File: config.mk
export PLATFORM = sky130hd
export DESIGN_NAME = doubly_linked_list_engine
export DESIGN_NICKNAME = d
export VERILOG_FILES = /design/src/sv/dlle_pkg.sv /design/src/sv/dlle_ram.sv /design/src/sv/dlle_datapath.sv /design/src/sv/dlle_ctrl.sv /design/src/sv/doubly_linked_list_engine.sv
export VERILOG_INCLUDE_DIRS = /design/src /design/src/sv
export SDC_FILE = /design/constraint.sdc
export NUM_CORES = 1
export LEC_CHECK = 0
export CAP_MARGIN = 20
export CELL_PAD_IN_SITES_DETAIL_PLACEMENT = 0
export CELL_PAD_IN_SITES_GLOBAL_PLACEMENT = 1
export CORE_MARGIN = 2
export CORE_UTILIZATION = 45
export DETAILED_ROUTE_END_ITERATION = 8
export DONT_BUFFER_PORTS = 1
export PLACE_DENSITY_LB_ADDON = 0.1
export SLEW_MARGIN = 0
export SYNTH_ARGS = -nofsm -noshare
export SYNTH_HDL_FRONTEND = slang
export SYNTH_HIERARCHICAL = 1
export SYNTH_SLANG_ARGS = --single-unit
File: constraint.sdc
create_clock -name clk -period 9.49 [get_ports clk]
set_input_delay 0.4745 -clock clk [delete_from_list [all_inputs] [get_ports clk]]
set_output_delay 0.4745 -clock clk [all_outputs]
set_load 0.03 [all_outputs]
File: src/sv/doubly_linked_list_engine_assert.svh
// ---------------------------------------------------------------------------
// doubly_linked_list_engine assertion macros
// Concurrent check wrappers, compiled out for synthesis.
// ---------------------------------------------------------------------------
`ifndef DOUBLY_LINKED_LIST_ENGINE_ASSERT_SVH
`define DOUBLY_LINKED_LIST_ENGINE_ASSERT_SVH

`ifndef SYNTHESIS

`define DLLE_ASSERT_IMP(label, ante, cons, msg) \
  label: assert property (@(posedge clk) disable iff (!rst_n) (ante) |-> (cons)) \
    else $error(msg);

`define DLLE_ASSERT_NXT(label, ante, cons, msg) \
  label: assert property (@(posedge clk) disable iff (!rst_n) (ante) |=> (cons)) \
    else $error(msg);

`else

`define DLLE_ASSERT_IMP(label, ante, cons, msg)

`define DLLE_ASSERT_NXT(label, ante, cons, msg)

`endif

`endif

File: src/sv/dlle_pkg.sv
// ---------------------------------------------------------------------------
// dlle_pkg
// Shared constants, codes and controller/datapath interface types.
// ---------------------------------------------------------------------------
`timescale 1ns / 1ps

package dlle_pkg;

  localparam int CAPACITY = 16;
  localparam int IDX_W    = $clog2(CAPACITY);
  localparam int CNT_W    = $clog2(CAPACITY + 1);
  localparam int DATA_W   = 32;
  localparam int FUNC_W   = 3;
  localparam int STATUS_W = 2;

  // request codes
  localparam logic [FUNC_W-1:0] FN_INS_FRONT  = 3'd0;
  localparam logic [FUNC_W-1:0] FN_INS_END    = 3'd1;
  localparam logic [FUNC_W-1:0] FN_INS_BEFORE = 3'd2;
  localparam logic [FUNC_W-1:0] FN_DELETE     = 3'd3;
  localparam logic [FUNC_W-1:0] FN_LIST       = 3'd4;

  // result status codes
  localparam logic [STATUS_W-1:0] ST_OK       = 2'd0;
  localparam logic [STATUS_W-1:0] ST_EMPTY    = 2'd1;
  localparam logic [STATUS_W-1:0] ST_NOTFOUND = 2'd2;
  localparam logic [STATUS_W-1:0] ST_FULL     = 2'd3;

  typedef enum logic [1:0] {
    RD_CUR,
    RD_HEAD,
    RD_NEXT
  } rd_src_t;

  typedef enum logic [1:0] {
    SEL_NODE,
    SEL_VAL,
    SEL_KEY,
    SEL_ZERO
  } out_sel_t;

  typedef enum logic [2:0] {
    OP_NONE,
    OP_LINK_FRONT,
    OP_LINK_END,
    OP_LINK_MID1,
    OP_LINK_MID2,
    OP_UNLINK
  } dp_op_t;

  typedef struct packed {
    logic                in_load;
    rd_src_t             rd_src;
    logic                cur_load;
    logic                k_clr;
    logic                k_inc;
    logic                nb_load;
    logic                alloc;
    dp_op_t              op;
    logic                out_load;
    logic [STATUS_W-1:0] out_status;
    out_sel_t            out_sel;
    logic                out_last;
  } dlle_cmd_t;

  typedef struct packed {
    logic [FUNC_W-1:0] func;
    logic              count_zero;
    logic              full;
    logic              key_match;
    logic              k_last;
    logic              at_head;
    logic              out_free;
  } dlle_sts_t;

endpackage

File: src/sv/dlle_ram.sv
// ---------------------------------------------------------------------------
// dlle_ram
// Generic single write port, single read port RAM with registered read.
// ---------------------------------------------------------------------------
`timescale 1ns / 1ps

module dlle_ram #(
  parameter int WIDTH = 32,
  parameter int DEPTH = 16
) (
  input  logic                     clk,
  input  logic                     we,
  input  logic [$clog2(DEPTH)-1:0] waddr,
  input  logic [WIDTH-1:0]         wdata,
  input  logic [$clog2(DEPTH)-1:0] raddr,
  output logic [WIDTH-1:0]         rd_data
);

  logic [WIDTH-1:0] mem_r [DEPTH];
  logic [WIDTH-1:0] rd_data_r;

  always_ff @(posedge clk) begin
    if (we) begin
      mem_r[waddr] <= wdata;
    end
    rd_data_r <= mem_r[raddr];
  end

  assign rd_data = rd_data_r;

endmodule

File: src/sv/dlle_datapath.sv
// ---------------------------------------------------------------------------
// dlle_datapath
// Node pool memories, list pointers, walk cursor and result register.
// ---------------------------------------------------------------------------
`timescale 1ns / 1ps

module dlle_datapath (
  input  logic                                  clk,
  input  logic                                  rst_n,
  input  dlle_pkg::dlle_cmd_t                   cmd,
  output dlle_pkg::dlle_sts_t                   sts,
  input  logic [dlle_pkg::FUNC_W-1:0]           in_func,
  input  logic signed [dlle_pkg::DATA_W-1:0]    in_search_key,
  input  logic signed [dlle_pkg::DATA_W-1:0]    in_new_value,
  output logic                                  out_valid,
  input  logic                                  out_ready,
  output logic [dlle_pkg::STATUS_W-1:0]         out_status,
  output logic signed [dlle_pkg::DATA_W-1:0]    out_value_out,
  output logic                                  out_last
);

  import dlle_pkg::*;

  // request registers
  logic [FUNC_W-1:0]        func_r;
  logic signed [DATA_W-1:0] key_r;
  logic signed [DATA_W-1:0] val_r;

  // list pointers
  logic [IDX_W-1:0] head_r;
  logic [IDX_W-1:0] tail_r;
  logic [IDX_W-1:0] free_head_r;
  logic [CNT_W-1:0] count_r;
  logic [CNT_W-1:0] fresh_r;

  // walk and edit scratch
  logic [IDX_W-1:0] cur_r;
  logic [IDX_W-1:0] k_r;
  logic [IDX_W-1:0] node_r;
  logic [IDX_W-1:0] before_r;
  logic [IDX_W-1:0] after_r;

  // result register
  logic                     out_valid_r;
  logic [STATUS_W-1:0]      out_status_r;
  logic signed [DATA_W-1:0] out_value_r;
  logic                     out_last_r;

  logic [IDX_W-1:0]  rd_addr;
  logic [DATA_W-1:0] rd_val;
  logic [IDX_W-1:0]  rd_next;
  logic [IDX_W-1:0]  rd_prev;
  logic [IDX_W-1:0]  rd_free;

  logic              val_we;
  logic              nxt_we;
  logic [IDX_W-1:0]  nxt_waddr;
  logic [IDX_W-1:0]  nxt_wdata;
  logic              prv_we;
  logic [IDX_W-1:0]  prv_waddr;
  logic [IDX_W-1:0]  prv_wdata;
  logic              free_we;

  logic count_zero;
  logic at_head;
  logic at_tail;
  logic stack_avail;
  logic out_free;
  logic signed [DATA_W-1:0] out_value_sel;

  assign count_zero  = (count_r == '0);
  assign at_head     = (cur_r == head_r);
  assign at_tail     = (cur_r == tail_r);
  // freed nodes sit on the stack; untouched nodes are handed out in order
  assign stack_avail = (fresh_r != count_r);
  assign out_free    = !out_valid_r || out_ready;

  always_comb begin
    case (cmd.rd_src)
      RD_CUR:  rd_addr = cur_r;
      RD_HEAD: rd_addr = head_r;
      RD_NEXT: rd_addr = rd_next;
      default: rd_addr = cur_r;
    endcase
  end

  always_comb begin
    val_we    = 1'b0;
    nxt_we    = 1'b0;
    nxt_waddr = node_r;
    nxt_wdata = node_r;
    prv_we    = 1'b0;
    prv_waddr = node_r;
    prv_wdata = node_r;
    free_we   = 1'b0;
    case (cmd.op)
      OP_LINK_FRONT: begin
        val_we    = 1'b1;
        nxt_we    = !count_zero;
        nxt_waddr = node_r;
        nxt_wdata = head_r;
        prv_we    = !count_zero;
        prv_waddr = head_r;
        prv_wdata = node_r;
      end
      OP_LINK_END: begin
        val_we    = 1'b1;
        nxt_we    = !count_zero;
        nxt_waddr = tail_r;
        nxt_wdata = node_r;
        prv_we    = !count_zero;
        prv_waddr = node_r;
        prv_wdata = tail_r;
      end
      OP_LINK_MID1: begin
        val_we    = 1'b1;
        nxt_we    = 1'b1;
        nxt_waddr = before_r;
        nxt_wdata = node_r;
        prv_we    = 1'b1;
        prv_waddr = node_r;
        prv_wdata = before_r;
      end
      OP_LINK_MID2: begin
        nxt_we    = 1'b1;
        nxt_waddr = node_r;
        nxt_wdata = cur_r;
        prv_we    = 1'b1;
        prv_waddr = cur_r;
        prv_wdata = node_r;
      end
      OP_UNLINK: begin
        nxt_we    = !at_head;
        nxt_waddr = before_r;
        nxt_wdata = after_r;
        prv_we    = !at_tail;
        prv_waddr = after_r;
        prv_wdata = before_r;
        free_we   = 1'b1;
      end
      default: begin
        val_we = 1'b0;
      end
    endcase
  end

  dlle_ram #(.WIDTH(DATA_W), .DEPTH(CAPACITY)) u_val_ram (
    .clk     (clk),
    .we      (val_we),
    .waddr   (node_r),
    .wdata   (val_r),
    .raddr   (rd_addr),
    .rd_data (rd_val)
  );

  dlle_ram #(.WIDTH(IDX_W), .DEPTH(CAPACITY)) u_nxt_ram (
    .clk     (clk),
    .we      (nxt_we),
    .waddr   (nxt_waddr),
    .wdata   (nxt_wdata),
    .raddr   (rd_addr),
    .rd_data (rd_next)
  );

  dlle_ram #(.WIDTH(IDX_W), .DEPTH(CAPACITY)) u_prv_ram (
    .clk     (clk),
    .we      (prv_we),
    .waddr   (prv_waddr),
    .wdata   (prv_wdata),
    .raddr   (rd_addr),
    .rd_data (rd_prev)
  );

  // free stack links, always reading the entry under the stack top
  dlle_ram #(.WIDTH(IDX_W), .DEPTH(CAPACITY)) u_free_ram (
    .clk     (clk),
    .we      (free_we),
    .waddr   (cur_r),
    .wdata   (free_head_r),
    .raddr   (free_head_r),
    .rd_data (rd_free)
  );

  always_comb begin
    case (cmd.out_sel)
      SEL_NODE: out_value_sel = rd_val;
      SEL_VAL:  out_value_sel = val_r;
      SEL_KEY:  out_value_sel = key_r;
      SEL_ZERO: out_value_sel = '0;
      default:  out_value_sel = '0;
    endcase
  end

  always_ff @(posedge clk) begin
    if (!rst_n) begin
      head_r      <= '0;
      tail_r      <= '0;
      free_head_r <= '0;
      count_r     <= '0;
      fresh_r     <= '0;
      out_valid_r <= 1'b0;
    end else begin
      if (cmd.alloc) begin
        if (stack_avail) begin
          free_head_r <= rd_free;
        end else begin
          fresh_r <= fresh_r + CNT_W'(1);
        end
      end
      case (cmd.op)
        OP_LINK_FRONT: begin
          head_r  <= node_r;
          if (count_zero) begin
            tail_r <= node_r;
          end
          count_r <= count_r + CNT_W'(1);
        end
        OP_LINK_END: begin
          tail_r  <= node_r;
          if (count_zero) begin
            head_r <= node_r;
          end
          count_r <= count_r + CNT_W'(1);
        end
        OP_LINK_MID2: begin
          count_r <= count_r + CNT_W'(1);
        end
        OP_UNLINK: begin
          if (at_head) begin
            head_r <= after_r;
          end
          if (at_tail) begin
            tail_r <= before_r;
          end
          free_head_r <= cur_r;
          count_r     <= count_r - CNT_W'(1);
        end
        default: begin
          count_r <= count_r;
        end
      endcase
      if (cmd.out_load) begin
        out_valid_r <= 1'b1;
      end else if (out_ready) begin
        out_valid_r <= 1'b0;
      end
    end
  end

  always_ff @(posedge clk) begin
    if (cmd.in_load) begin
      func_r <= in_func;
      key_r  <= in_search_key;
      val_r  <= in_new_value;
    end
    if (cmd.cur_load) begin
      cur_r <= rd_addr;
    end
    if (cmd.k_clr) begin
      k_r <= '0;
    end else if (cmd.k_inc) begin
      k_r <= k_r + IDX_W'(1);
    end
    if (cmd.nb_load) begin
      before_r <= rd_prev;
      after_r  <= rd_next;
    end
    if (cmd.alloc) begin
      node_r <= stack_avail ? free_head_r : fresh_r[IDX_W-1:0];
    end
    if (cmd.out_load) begin
      out_status_r <= cmd.out_status;
      out_value_r  <= out_value_sel;
      out_last_r   <= cmd.out_last;
    end
  end

  assign sts.func       = func_r;
  assign sts.count_zero = count_zero;
  assign sts.full       = (count_r == CNT_W'(CAPACITY));
  assign sts.key_match  = (rd_val == key_r);
  assign sts.k_last     = ((CNT_W'(k_r) + CNT_W'(1)) == count_r);
  assign sts.at_head    = at_head;
  assign sts.out_free   = out_free;

  assign out_valid     = out_valid_r;
  assign out_status    = out_status_r;
  assign out_value_out = out_value_r;
  assign out_last      = out_last_r;

endmodule

File: src/sv/dlle_ctrl.sv
// ---------------------------------------------------------------------------
// dlle_ctrl
// Request sequencer: decode, key search, allocate, relink, list walk and result issue.
// ---------------------------------------------------------------------------
`timescale 1ns / 1ps

module dlle_ctrl (
  input  logic                clk,
  input  logic                rst_n,
  input  logic                in_valid,
  output logic                in_ready,
  input  dlle_pkg::dlle_sts_t sts,
  output dlle_pkg::dlle_cmd_t cmd
);

  import dlle_pkg::*;

  typedef enum logic [3:0] {
    S_IDLE,
    S_DECODE,
    S_SEARCH,
    S_ALLOC,
    S_LINK1,
    S_LINK2,
    S_UNLINK,
    S_LIST,
    S_RESP
  } state_t;

  typedef enum logic [1:0] {
    K_FRONT,
    K_END,
    K_MID
  } kind_t;

  state_t              state_r,       state_nxt;
  kind_t               kind_r,        kind_nxt;
  logic [STATUS_W-1:0] resp_status_r, resp_status_nxt;
  out_sel_t            resp_sel_r,    resp_sel_nxt;

  assign in_ready = (state_r == S_IDLE);

  always_comb begin
    state_nxt       = state_r;
    kind_nxt        = kind_r;
    resp_status_nxt = resp_status_r;
    resp_sel_nxt    = resp_sel_r;

    cmd.in_load    = 1'b0;
    cmd.rd_src     = RD_CUR;
    cmd.cur_load   = 1'b0;
    cmd.k_clr      = 1'b0;
    cmd.k_inc      = 1'b0;
    cmd.nb_load    = 1'b0;
    cmd.alloc      = 1'b0;
    cmd.op         = OP_NONE;
    cmd.out_load   = 1'b0;
    cmd.out_status = ST_OK;
    cmd.out_sel    = SEL_NODE;
    cmd.out_last   = 1'b0;

    case (state_r)
      S_IDLE: begin
        if (in_valid) begin
          cmd.in_load = 1'b1;
          state_nxt   = S_DECODE;
        end
      end

      S_DECODE: begin
        case (sts.func)
          FN_INS_FRONT, FN_INS_END: begin
            if (sts.full) begin
              resp_status_nxt = ST_FULL;
              resp_sel_nxt    = SEL_VAL;
              state_nxt       = S_RESP;
            end else begin
              kind_nxt  = (sts.func == FN_INS_FRONT) ? K_FRONT : K_END;
              state_nxt = S_ALLOC;
            end
          end
          FN_INS_BEFORE, FN_DELETE: begin
            if (sts.count_zero) begin
              resp_status_nxt = ST_EMPTY;
              resp_sel_nxt    = SEL_KEY;
              state_nxt       = S_RESP;
            end else begin
              cmd.rd_src   = RD_HEAD;
              cmd.cur_load = 1'b1;
              cmd.k_clr    = 1'b1;
              state_nxt    = S_SEARCH;
            end
          end
          FN_LIST: begin
            if (sts.count_zero) begin
              resp_status_nxt = ST_EMPTY;
              resp_sel_nxt    = SEL_ZERO;
              state_nxt       = S_RESP;
            end else begin
              cmd.rd_src   = RD_HEAD;
              cmd.cur_load = 1'b1;
              cmd.k_clr    = 1'b1;
              state_nxt    = S_LIST;
            end
          end
          default: begin
            // unused codes produce no result
            state_nxt = S_IDLE;
          end
        endcase
      end

      S_SEARCH: begin
        if (sts.key_match) begin
          cmd.nb_load = 1'b1;
          if (sts.func == FN_DELETE) begin
            state_nxt = S_UNLINK;
          end else if (sts.full) begin
            resp_status_nxt = ST_FULL;
            resp_sel_nxt    = SEL_VAL;
            state_nxt       = S_RESP;
          end else begin
            kind_nxt  = sts.at_head ? K_FRONT : K_MID;
            state_nxt = S_ALLOC;
          end
        end else if (sts.k_last) begin
          resp_status_nxt = ST_NOTFOUND;
          resp_sel_nxt    = SEL_KEY;
          state_nxt       = S_RESP;
        end else begin
          // follow the forward link, read issued this cycle
          cmd.rd_src   = RD_NEXT;
          cmd.cur_load = 1'b1;
          cmd.k_inc    = 1'b1;
        end
      end

      S_ALLOC: begin
        cmd.alloc = 1'b1;
        state_nxt = S_LINK1;
      end

      S_LINK1: begin
        resp_status_nxt = ST_OK;
        resp_sel_nxt    = SEL_VAL;
        case (kind_r)
          K_FRONT: begin
            cmd.op    = OP_LINK_FRONT;
            state_nxt = S_RESP;
          end
          K_END: begin
            cmd.op    = OP_LINK_END;
            state_nxt = S_RESP;
          end
          K_MID: begin
            cmd.op    = OP_LINK_MID1;
            state_nxt = S_LINK2;
          end
          default: begin
            state_nxt = S_IDLE;
          end
        endcase
      end

      S_LINK2: begin
        cmd.op    = OP_LINK_MID2;
        state_nxt = S_RESP;
      end

      S_UNLINK: begin
        cmd.op          = OP_UNLINK;
        resp_status_nxt = ST_OK;
        resp_sel_nxt    = SEL_KEY;
        state_nxt       = S_RESP;
      end

      S_LIST: begin
        if (sts.out_free) begin
          cmd.out_load   = 1'b1;
          cmd.out_status = ST_OK;
          cmd.out_sel    = SEL_NODE;
          cmd.out_last   = sts.k_last;
          if (sts.k_last) begin
            state_nxt = S_IDLE;
          end else begin
            cmd.rd_src   = RD_NEXT;
            cmd.cur_load = 1'b1;
            cmd.k_inc    = 1'b1;
          end
        end
      end

      S_RESP: begin
        if (sts.out_free) begin
          cmd.out_load   = 1'b1;
          cmd.out_status = resp_status_r;
          cmd.out_sel    = resp_sel_r;
          cmd.out_last   = 1'b1;
          state_nxt      = S_IDLE;
        end
      end

      default: begin
        state_nxt = S_IDLE;
      end
    endcase
  end

  always_ff @(posedge clk) begin
    if (!rst_n) begin
      state_r       <= S_IDLE;
      kind_r        <= K_FRONT;
      resp_status_r <= ST_OK;
      resp_sel_r    <= SEL_NODE;
    end else begin
      state_r       <= state_nxt;
      kind_r        <= kind_nxt;
      resp_status_r <= resp_status_nxt;
      resp_sel_r    <= resp_sel_nxt;
    end
  end

endmodule

File: src/sv/doubly_linked_list_engine.sv
// ---------------------------------------------------------------------------
// doubly_linked_list_engine
// Ordered list of signed 32-bit values held in a 16-node linked pool.
// Input channel (in_valid/in_ready): in_func selects insert front, insert
// end, insert before key, delete key or list; in_search_key and
// in_new_value carry the operands. One request is in flight at a time.
// Result channel (out_valid/out_ready): out_status, out_value_out and
// out_last; list requests give one item per element, other defined requests one item.
// Insert front/end allocate a node and relink; delete and insert before
// first search for the key, reading one node per cycle (up to 16 nodes),
// then a delete unlinks the node and an insert allocates and relinks, with
// an extra link step unless the key is at the head. An empty list, missing
// key or full pool gives a status reply and no edit.
// A list request streams one element per cycle while the result register
// is free. Undefined request codes give no result and free the input.
// Reset empties the list at once; no memory clearing pass is needed.
// The result register holds a pending item while out_ready is low; the
// next request is accepted meanwhile and waits only to hand its result on.
// ---------------------------------------------------------------------------
`timescale 1ns / 1ps
`include "doubly_linked_list_engine_assert.svh"

module doubly_linked_list_engine (
  input  logic                                  clk,
  input  logic                                  rst_n,
  input  logic                                  in_valid,
  output logic                                  in_ready,
  input  logic [dlle_pkg::FUNC_W-1:0]           in_func,
  input  logic signed [dlle_pkg::DATA_W-1:0]    in_search_key,
  input  logic signed [dlle_pkg::DATA_W-1:0]    in_new_value,
  output logic                                  out_valid,
  input  logic                                  out_ready,
  output logic [dlle_pkg::STATUS_W-1:0]         out_status,
  output logic signed [dlle_pkg::DATA_W-1:0]    out_value_out,
  output logic                                  out_last
);

  import dlle_pkg::*;

  dlle_cmd_t cmd;
  dlle_sts_t sts;

  dlle_ctrl u_ctrl (
    .clk      (clk),
    .rst_n    (rst_n),
    .in_valid (in_valid),
    .in_ready (in_ready),
    .sts      (sts),
    .cmd      (cmd)
  );

  dlle_datapath u_datapath (
    .clk           (clk),
    .rst_n         (rst_n),
    .cmd           (cmd),
    .sts           (sts),
    .in_func       (in_func),
    .in_search_key (in_search_key),
    .in_new_value  (in_new_value),
    .out_valid     (out_valid),
    .out_ready     (out_ready),
    .out_status    (out_status),
    .out_value_out (out_value_out),
    .out_last      (out_last)
  );

  `DLLE_ASSERT_IMP(a_load_into_free_slot, cmd.out_load, sts.out_free, "result overwritten")
  `DLLE_ASSERT_IMP(a_alloc_has_room, cmd.alloc, !sts.full, "node taken from full pool")
  `DLLE_ASSERT_IMP(a_unlink_live_list, cmd.op == OP_UNLINK, !sts.count_zero, "unlink on empty")
  `DLLE_ASSERT_NXT(a_one_item_in_flight, in_valid && in_ready, !in_ready, "second item taken")

endmodule

==> flow_summary_export.csv <==
group,metric,value,unit
yosys,synth-edff-count,822,
yosys,synthCells,1915,
setup_path,critical-path-max-stage-delay,0.74,ns
job,max_cap_viol_count,0,
detailed_routing,vias,18400,
yosys,yosysUniqueCellTypes,71,
floorplan,dieArea,81300,um^2
global_routing,grt_overflow_total,0,
detailed_routing,drt_first_pass_iters,5,
detailed_routing,avgRoutedWirePerCell,27.3,um
finish,nNetsFinal,2118,
place,place_hpwl,47200,um
yosys,async_reset_ff_frac,0,
clock_tree,ctsResizeCount,0,
timing,worst_pin_slew,1.09,ns
detailed_routing,ant_nets,0,
finish,layout-drive-gt1-share,0.197,
floorplan,core-area,78600,um^2
finish,multi_input_area,8850,um^2
timing,maxSlewHeadroom,0.272,
clock_tree,cts_hold_buffers,68,
floorplan,die_y,285,um
setup_path,endpoint_kind,"flop",
floorplan,dieWidth,285,um
place,gp_congestion,0.790,
setup_path,cp_cell_sequence,"xor2_1 -> nor4_1 -> buf_2 -> nand4_1 -> nor2_1 -> nor3_1 -> a31oi_1 -> nor3_1 -> ha_1 -> nand2_1 -> o21ai_4 -> buf_12 -> buf_4 -> mux4_2 -> a22oi_1 -> nand2_1",
yosys,synth_area,35600,um^2
yosys,ys_seq_elements,903,
yosys,synth.area.top_cells,"edfxtp_1 69%, mux4_2 8.5%, dfxtp_1 4.6%",
timing,worst_clock_skew,0.0567,ns
global_routing,grt_pass1_vias,18600,
timing,min_period,5.93,ns
clock_tree,cts_root_buf,"clkbuf_16",
detailed_routing,drt-initial-drc-count,1862,
clock_tree,htreeDepth,3,
floorplan,num_io_pins,108,
setup_path,critical_path.top_delay_family,"simple AND/OR/NAND/NOR gates",
yosys,ys.warnings.count,6,
timing,setup_viol,0,
setup_path,path_max_fanout,91,
setup_path,cp_data_arrival_time,6.48,ns
finish,n_fill_cell,6383,
yosys,synth_common_cells,"822 x edfxtp_1, 134 x mux4_2, 125 x nand2_1, 94 x nor2_1, 85 x a22oi_1",
power,ir_drop,165,uV
yosys,synth_ff_type,"edfxtp_1",
worst_hold_path,whs_path_depth,2,
timing,post-route-period-util,0.625,
detailed_routing,avgViaCountPerCell,5.80,
clock_tree,clock_latency,0.67,ns
yosys,ys_seq_area_frac,0.740,
clock_tree,clkSinkCount,903,
worst_hold_path,hold_path.startpoint,"rst_n",
clock_tree,post_cts_buffers,0,
floorplan,placementRows,103,
timing,rsz0062_at_grt,"false",
timing,finalHoldViolations,0,
setup_path,worstPathRequired,10.03,ns
worst_hold_path,min_to,"u_ctrl/kind_r[0]",
finish,layout.area.seq,26300,um^2
finish,fin_util,0.524,
clock_tree,clockBufferDepth,3,
setup_path,crit_buf_inv,3,
yosys,synthesis.nets,1995,
setup_path,crit_path_start_kind,"flop",
place,place_area,36900,um^2
worst_hold_path,hold_class,"in -> reg",
global_routing,grt_pass1_wl,127000,um
place,port-buffer-count,0,
timing,setup-tns-final,0,ns
setup_path,r2r-start,"u_datapath/key_r[8]",
setup_path,crit_path_top_delay_cell,"buf_4",
detailed_routing,wl,86600,um
clock_tree,clkTransAtPathRegs,0.06,ns
global_routing,antenna_found_initial,6,
global_routing,grtUsageTotal,0.214,
yosys,yosysMostFrequentCell,"edfxtp_1",
yosys,synth_area_leader_cell,"edfxtp_1",
yosys,syn_area_per_cell,18.6,um^2
clock_tree,cts_tree,"done",
setup_path,reg2reg_slack,3.56,ns
setup_path,crit_type,"reg -> reg",
clock_tree,cts-buffers-inserted,97,
yosys,synth_top_cell_area_share,0.694,
global_routing,grt_max_degree,162,
setup_path,reg2reg_depth,16,
finish,syn2layout_area_growth,15.8,%
power,leakage,13.2,nW
power,powerDensity,244,nW/um^2
timing,fmax,0.168,GHz
status,outcome,"complete, no violations",
timing,drv_slew,0,
setup_path,regToRegEndpoint,"u_datapath/u_val_ram/rd_data[11]",
detailed_routing,post-route-drc-count,0,
finish,fin_area,41200,um^2
floorplan,start_util,0.452,
[routing by layer]
layer | up-vias | share of wire | GRT usage
li1 | 7991 | - | -
met1 | 9700 | 0.45 | 0.312
met2 | 583 | 0.47 | 0.336
met3 | 126 | 0.059 | 0.0382
met4 | 4 | 0.022 | 0.0559
met5 | - | 0.00032 | 0
[per-stage QoR]
step	std cells	setup WS [ns]	hold slack, ns	total power [W]
2_1_floorplan	1915	4.63	0.386	0.00563
3_3_place_gp	2919	3.10	0.389	0.00604
3_5_place_dp	2920	3.43	0.389	0.00605
4_1_cts	3172	3.41	0.0530	0.0101
5_1_grt	3174	3.06	0.0764	0.0104
6_report	3174	3.56	0.0873	0.0100
[worst max path at each step]
stage,to,cells after the start,start
after floorplan,u_datapath/u_val_ram/mem_r[0][0],10,u_ctrl/state_r[1]
after global placement,u_datapath/u_val_ram/rd_data[6],15,u_datapath/key_r[8]
after detailed placement,u_datapath/u_val_ram/rd_data[11],16,u_datapath/key_r[8]
after CTS,u_datapath/u_val_ram/rd_data[11],16,u_datapath/key_r[8]
after global routing,u_datapath/u_val_ram/rd_data[11],16,u_datapath/key_r[8]
final,u_datapath/u_val_ram/rd_data[11],16,u_datapath/key_r[8]
[sequential cells by signal, summed over array words and instances, names as in the netlist, 5 cells and up]
register,flops
u_datapath/key_r,32
u_datapath/count_r,5
u_datapath/u_val_ram/mem_r,512
u_datapath/val_r,32
u_datapath/u_prv_ram/mem_r,64
u_datapath/u_val_ram/rd_data,32
u_datapath/u_nxt_ram/mem_r,64
u_datapath/out_value_out,32
u_datapath/fresh_r,5
u_datapath/u_free_ram/mem_r,64
[power by group]
part / total, W / internal [W] / switching (W)
clock: 0.00405 / 0.00245 / 0.00160
combinational: 0.00104 / 0.000413 / 0.000623
sequential: 0.00496 / 0.00467 / 0.000282
[cell type report]
class                           count  share of cell area
Sequential cell                   903               0.639
Antenna cell                        1           0.0000608
Inverter                           17             0.00155
Timing Repair Buffer              119              0.0269
Clock inverter                     59              0.0205
Multi-Input combinational cell    900               0.215
Clock buffer                      125              0.0649
Tap cell                         1050              0.0319
[cells in the final DEF, fill, tap and decap left out, drive strengths merged, types with 15 or more instances in the layout]
cell and instances:
nor2 94, xor2 49, mux2i 37, dlygate4sd3 68, a21oi 16, nand2 126
dfxtp 81, a22oi 85, mux4 176, edfxtp 822, nor3 40, clkinv 33
bufinv 16, clkbuf 125, buf 51, nand2b 15, inv 20, nand3 37
o21ai 54
[cell families after synthesis]
logic type | after synthesis | share of synthesized area
flip-flops | 903 | 0.740
AND/OR/NAND/NOR | 392 | 0.0529
multiplexers | 221 | 0.129
XOR/XNOR | 62 | 0.0153
AO/OA/AOI/OAI | 216 | 0.0426
adder cells (fa/ha/maj) | 9 | 0.00317
buffers and inverters | 112 | 0.0170
Note: power is estimated with default switching activity, not from simulation.
